--- src/sv/exp_pkg.sv ---
`default_nettype none
package exp_pkg;

  localparam int unsigned MaxTermsDefault = 16;
  localparam int unsigned XW = 20;
  localparam int unsigned NW = 5;
  localparam int unsigned SumW = 32;
  localparam int unsigned TermW = 26;
  localparam int unsigned ProdW = XW + TermW;
  localparam logic signed [TermW-1:0] OneQ16 = TermW'(65536);
  localparam logic signed [SumW+1:0] SumMax = 34'sh0_7FFF_FFFF;
  localparam logic signed [SumW+1:0] SumMin = -34'sh0_8000_0000;

  // Per-item state carried down the pipeline.
  typedef struct packed {
    logic signed [XW-1:0]    x;
    logic [NW:0]             n;
    logic signed [TermW-1:0] term;
    logic signed [SumW-1:0]  sum;
  } lane_t;

endpackage
`default_nettype wire

--- src/sv/exp_stage.sv ---
`default_nettype none
// One term step: multiply the previous term by x, then divide by 2^16 * IDX with
// truncation toward zero, then add with saturation. Three register levels.
module exp_stage #(
  parameter int unsigned IDX = 1
) (
  input  wire logic           clk,
  input  wire logic           rst_n,
  input  wire logic           adv,
  input  wire logic           in_v,
  input  wire exp_pkg::lane_t in_d,
  output logic                out_v,
  output exp_pkg::lane_t      out_d
);

  localparam int unsigned PW = exp_pkg::ProdW;
  // Magnitude after the 2^16 shift fits well under 31 bits.
  localparam int unsigned MW = PW - 16;
  localparam int unsigned RW = 31;
  localparam logic [MW-1:0] Idx = MW'(IDX);
  localparam logic [RW-1:0] RecipSmall = RW'((64'h1 << 30) / IDX);

  // Level 1: the term product.
  logic v1_r;
  exp_pkg::lane_t d1_r;
  logic signed [PW-1:0] p1_r;

  // Level 2: the quotient magnitude estimate.
  logic v2_r;
  exp_pkg::lane_t d2_r;
  logic neg2_r;
  logic [MW-1:0] mag2_r;
  logic [MW-1:0] q2_r;

  // Level 3: the new term and sum.
  logic v3_r;
  exp_pkg::lane_t d3_r;

  logic [PW-1:0] abs_p;
  logic [MW-1:0] mag_nxt;
  logic [MW+RW-1:0] qprod;
  logic [MW-1:0] q_nxt;
  logic [MW-1:0] rem;
  logic [MW-1:0] qfix;
  logic signed [exp_pkg::TermW-1:0] term_nxt;
  logic signed [exp_pkg::SumW+1:0] s_wide;
  logic signed [exp_pkg::SumW-1:0] sum_nxt;
  exp_pkg::lane_t d3_nxt;
  logic active;

  // Magnitude of the scaled product and its reciprocal-based quotient estimate.
  always_comb begin
    abs_p = p1_r[PW-1] ? PW'(-p1_r) : PW'(p1_r);
    mag_nxt = abs_p[PW-1:16];
    // The reciprocal is rounded down, so the estimate is the true quotient or
    // one below it.
    qprod = (MW+RW)'(mag_nxt) * (MW+RW)'(RecipSmall);
    q_nxt = qprod[30 +: MW];
  end

  always_comb begin
    // A remainder of at least one divisor means the estimate fell one short.
    rem = mag2_r - MW'((2*MW)'(q2_r) * (2*MW)'(Idx));
    qfix = (rem >= Idx) ? q2_r + MW'(1) : q2_r;
    term_nxt = neg2_r ? -(exp_pkg::TermW)'(qfix) : (exp_pkg::TermW)'(qfix);
    active = d2_r.n > 6'(IDX);
    s_wide = (exp_pkg::SumW+2)'(d2_r.sum) + (exp_pkg::SumW+2)'(term_nxt);
    if (s_wide > exp_pkg::SumMax) sum_nxt = exp_pkg::SumMax[exp_pkg::SumW-1:0];
    else if (s_wide < exp_pkg::SumMin) sum_nxt = exp_pkg::SumMin[exp_pkg::SumW-1:0];
    else sum_nxt = s_wide[exp_pkg::SumW-1:0];
    d3_nxt = d2_r;
    if (active) begin
      d3_nxt.term = term_nxt;
      d3_nxt.sum = sum_nxt;
    end
  end

  // Valid bits.
  always_ff @(posedge clk) begin
    if (!rst_n) begin
      v1_r <= 1'b0;
      v2_r <= 1'b0;
      v3_r <= 1'b0;
    end else if (adv) begin
      v1_r <= in_v;
      v2_r <= v1_r;
      v3_r <= v2_r;
    end
  end

  // Data path.
  always_ff @(posedge clk) begin
    if (adv) begin
      d1_r <= in_d;
      p1_r <= PW'(in_d.term) * PW'(in_d.x);
      d2_r <= d1_r;
      neg2_r <= p1_r[PW-1];
      mag2_r <= mag_nxt;
      q2_r <= q_nxt;
      d3_r <= d3_nxt;
    end
  end

  assign out_v = v3_r;
  assign out_d = d3_r;

endmodule
`default_nettype wire
--- config.mk ---
export PLATFORM = sky130hd
export DESIGN_NAME = exp_stage
export DESIGN_NICKNAME = d
export VERILOG_FILES = /design/src/sv/exp_pkg.sv /design/src/sv/exp_stage.sv
export SDC_FILE = /design/constraint.sdc
export NUM_CORES = 2
export LEC_CHECK = 0
export BUFFER_PORTS_ARGS = -buffer_cell sky130_fd_sc_hd__buf_2
export CORE_UTILIZATION = 60
export DETAILED_ROUTE_END_ITERATION = 8
export GPL_TIMING_DRIVEN = 1
export PLACE_DENSITY = 0.86
export REMOVE_ABC_BUFFERS = 1
export SETUP_SLACK_MARGIN = 0.4
export SYNTH_ARGS = -nofsm -noshare
export SYNTH_HDL_FRONTEND = slang
export SYNTH_SLANG_ARGS = --single-unit
--- constraint.sdc ---
create_clock -name clk -period 14.4 [get_ports clk]
set_input_delay 1.44 -clock clk [delete_from_list [all_inputs] [get_ports clk]]
set_output_delay 1.44 -clock clk [all_outputs]
set_load 0.05 [all_outputs]
=== Word level (Yosys, flattened, before mapping) ===
Index checks and enable logic that the tools add are counted.
W data, S select, Z words.

* Bits in registers: 332
* Input port bits: 88

* Order comparisons: 4
* $mul: 1
* Add/sub/neg operators: 5
* Mux-type cells: 6

{| class="wikitable"
|+ Operator list
! cell !! count
|-
| $mux W32 || 2
|-
| $mux W58 || 1
|-
| $mux W26 || 2
|-
| $mul A26 B20 Y46 || 1
|-
| $neg A46 Y46 || 1
|-
| $mux W45 || 1
|-
| $add A32 B26 Y33 || 1
|-
| $gt A33 B32 Y1 const B || 1
|-
| $lt A33 B32 Y1 const B || 1
|-
| $ge A30 B1 Y1 const B || 1
|-
| $sub A30 B30 Y30 || 1
|-
| $add A26 B1 Y26 const B || 1
|-
| $neg A26 Y26 || 1
|-
| $gt A6 B1 Y1 const B || 1
|}

=== Depth between registers and ports, before layout ===
* Word-level depth: 10
* Gate-level depth with buffers: 27
* Gate-level depth less buffers: 25

=== Worst setup path after synthesis ===
Ideal clock, no wire load.

* Path type: in2reg
* Start: input in_d[41] (netlist bit)
* End: register p1_r[40] (data pin)
* Path buffers: 1
* Arrival: 7810 ps
* Setup slack: 6327 ps
* Cell stages on the path: 23
* Required time: 14136 ps
* Cells stage by stage: clkbuf_1 and2_1 fa_1 fa_1 inv_1 fa_1 inv_1 fa_1 ha_1 fa_1 inv_1 fa_1 inv_1 ha_1 nor4_1 nand2_1 o311ai_0 a221oi_1 a41o_1 a31oi_1 o21bai_1 a221oi_1 xnor2_1

* Cells in the longest elaborated chain, start to end: 1

{| class="wikitable"
|+ RTL lines
! what !! RTL line !! text
|-
| start, declared || exp_stage.sv:11 || <nowiki>input wire exp_pkg::lane_t in_d,</nowiki>
|-
| $mul A26 B20 Y46 || exp_stage.sv:95 || <nowiki>p1_r <= PW'(in_d.term) * PW'(in_d.x);</nowiki>
|-
| end signal, assigned || exp_stage.sv:95 ||
|-
| end, declared || exp_stage.sv:26 || <nowiki>logic signed [PW-1:0] p1_r;</nowiki>
|}

Every way passes these cells.
A chain may end at the register's enable or synchronous reset.

=== Worst setup path in the final report ===
* Start: input in_d[83] (netlist bit)
* End: register p1_r[38] (data pin)

Same word-level chain as after synthesis.

==> results.toml <==
[timing]
tns_ps = 0
setup_viol = 0
fmax_ghz = 0.120
rsz0062_at_grt = "no"
slew_viol_final = 0
finClkSkew_ps = 22.8
worstMarginPinSlew_ps = 1110
period_minus_slack_ps = 8360
finalCritPeriodShare_pct = 58.1
slew_headroom_pct = 25.2
hold_viol_final = 0

[synthesis]
post-synth-top-area-fraction_pct = 32.7
async_flop_share_pct = 0
synthCells = 2999
synthesis.area_um2 = 32400
yosysSeqAreaShare_pct = 30.0
yosysUniqueCellTypes = 63
synth_top_flop_cell = "edfxtp_1"
synth-edff-count = 322
ys_seq_elements = 325
synth_area_leader_cell = "fa_1"
syn_area_per_cell_um2 = 10.8
yosys-top-cells-area = "fa_1 (33%), edfxtp_1 (30%), inv_1 (7.1%), ha_1 (5.9%), and2_1 (5.3%)"
ys_warn_count = 0

[worst_setup_path]
path_max_fanout = 19
cp.arrival_ps = 8650
worst-setup-path-type = "input port to flip-flop"
r2r_start = "q2_r[0]"
cp.required_ps = 14690
reg2reg_slack_ps = 7480
worstSetupStartpointType = "input port"
crit_path_end_kind = "flip-flop"
reg2reg_to = "out_d[7]"
reg2reg_depth = 18

[route]
avgRoutedWirePerCell_um = 18.9
vias = 21515
drtPass1Iterations = 6
drt-initial-drc-count = 1525
avgViaCountPerCell = 5.66
routed_wl_um = 71800
drtAntennaViolNets = 0
drc = 0

[floorplan]
ios = 173
num_rows = 84
chipWidth_um = 234
core_um2 = 53000
fp.dieArea_um2 = 55000
die-height_um = 234
start_util_pct = 61.2

[clock_network]
ctsRootBufferMaster = "clkbuf_16"
post_cts_buffers = 0
numCtsBuffers = 35
cts_hold_buf = 0
worstSkewPairLatency_ps = 550
cts.clk_slew.worst_paths_ps = 60
clock-sinks = 325
cts_buffer_depth = 3
cts_htree_levels = 2
cts_tree = "built"
cts.repair.resized = 0

[cells_and_area]
syn_to_final_growth_pct = 7.64
drive_gt1_share_pct = 8.87
multi_input_area_um2 = 19900
seqCellArea_um2 = 9730
final_common_cell = "inv_1"
fillers = 3908
final_cell_mix = "inv_1 (615), fa_1 (529), edfxtp_1 (322)"
nets = 3854

[job]
maxCapViolCount = 0

[hold_path]
hold_depth = 0
hold_path.class = "flip-flop to flip-flop"
holdPathEnd = "d2_r[4]"
hold_start = "d1_r[4]"

[grt]
grt_overflow = 0
antenna_found_initial = 0
grt_max_degree = 113
grt_pass1_vias = 22979
grt_first_pass_wirelength_um = 117000
track_usage_pct = 27.6

[place]
port_buffers = 172
dp_hpwl_um = 54300
place_congestion = 0.923

[run_status]
status = "finished clean"
[metrics by stage]
stage	util (%)	setup WS [ps]	instances	cell area, um^2	hold WS (ps)
finish	65.9	6040	3800	34900	413
detailed placement	63.6	5520	3736	33700	405
global placement	63.6	5730	3736	33700	401
floorplan	-	6480	2868	31900	400
global route	65.9	5600	3799	34900	421
CTS	65.9	6100	3799	34900	413
[sequential cells by signal (all words and copies together) (netlist names)]
register,flops
neg2_r,1
d1_r,84
out_d,84
q2_r,26
v2_r,1
v1_r,1
d2_r,84
p1_r,43
out_v,1
[cell usage after synthesis (12+ instances only)]
| master | number |
|---|---|
| ha_1 | 152 |
| a21o_1 | 32 |
| xnor2_1 | 86 |
| nor4_1 | 16 |
| a21oi_1 | 90 |
| o21ai_0 | 60 |
| nor2_1 | 89 |
| nand3_1 | 22 |
| inv_1 | 615 |
| and2_1 | 273 |
| nor3_1 | 12 |
| xor2_1 | 27 |
| nand2_1 | 304 |
| fa_1 | 529 |
| clkbuf_1 | 126 |
| edfxtp_1 | 322 |
| nand2b_1 | 24 |
| mux2_2 | 27 |
| o31ai_1 | 15 |
[worst max-delay path by stage]
stage                     to      from  cells past startpoint
floorplan           p1_r[40]  in_d[41]                     22
global placement    p1_r[38]  in_d[83]                     22
detailed placement  p1_r[38]  in_d[83]                     22
CTS                 p1_r[38]  in_d[83]                     22
global route        p1_r[40]  in_d[83]                     22
finish              p1_r[38]  in_d[83]                     22
[critical path, stage by stage]
cell      delay, ps
buf_2           330
clkinv_1        610
nor2_1          350
fa_1            460
fa_1            530
fa_1            540
fa_1            520
fa_1            510
fa_1            540
inv_1            60
fa_1            530
inv_1            40
ha_1            320
nand2_1          80
nand4b_1        120
nor3_1           60
a221oi_1        370
a41o_1          310
a31oi_1         170
o21bai_1        340
nor4_1           80
a311o_1         330
[layout make-up]
| type | instances | share of cell area, % |
|---|---|---|
| multi-input cells | 1927 | 57.0 |
| inverters | 616 | 6.63 |
| clock inverters | 22 | 0.807 |
| flip-flops and latches | 325 | 27.9 |
| clock buffers | 41 | 2.57 |
| repair buffers | 180 | 2.67 |
| diodes | 1 | 0.00717 |
| well taps | 688 | 2.47 |
[layer usage]
layer,vias up,GRT usage [%],routed length (um)
met4,0,9.82,2340
met5,-,0,0
met1,10843,35.2,27800
li1,9576,-,-
met3,180,5.97,6040
met2,916,46.5,35600
[cell families (layout without fill, tap and decap cells)]
family	Yosys count	in the layout	share of synthesized area, %
AO/OA/AOI/OAI	286	286	5.75
XOR/XNOR	113	113	3.05
adder cells (fa/ha/maj)	692	692	38.9
buffers and inverters	747	859	8.67
flip-flops	325	325	30.0
multiplexers	32	32	1.09
other	0	1	0
AND/OR/NAND/NOR	804	804	12.5
Power is left out: the tool's default activity adds up to more than one toggle a clock period on the data nets, which glitch-free logic cannot reach.
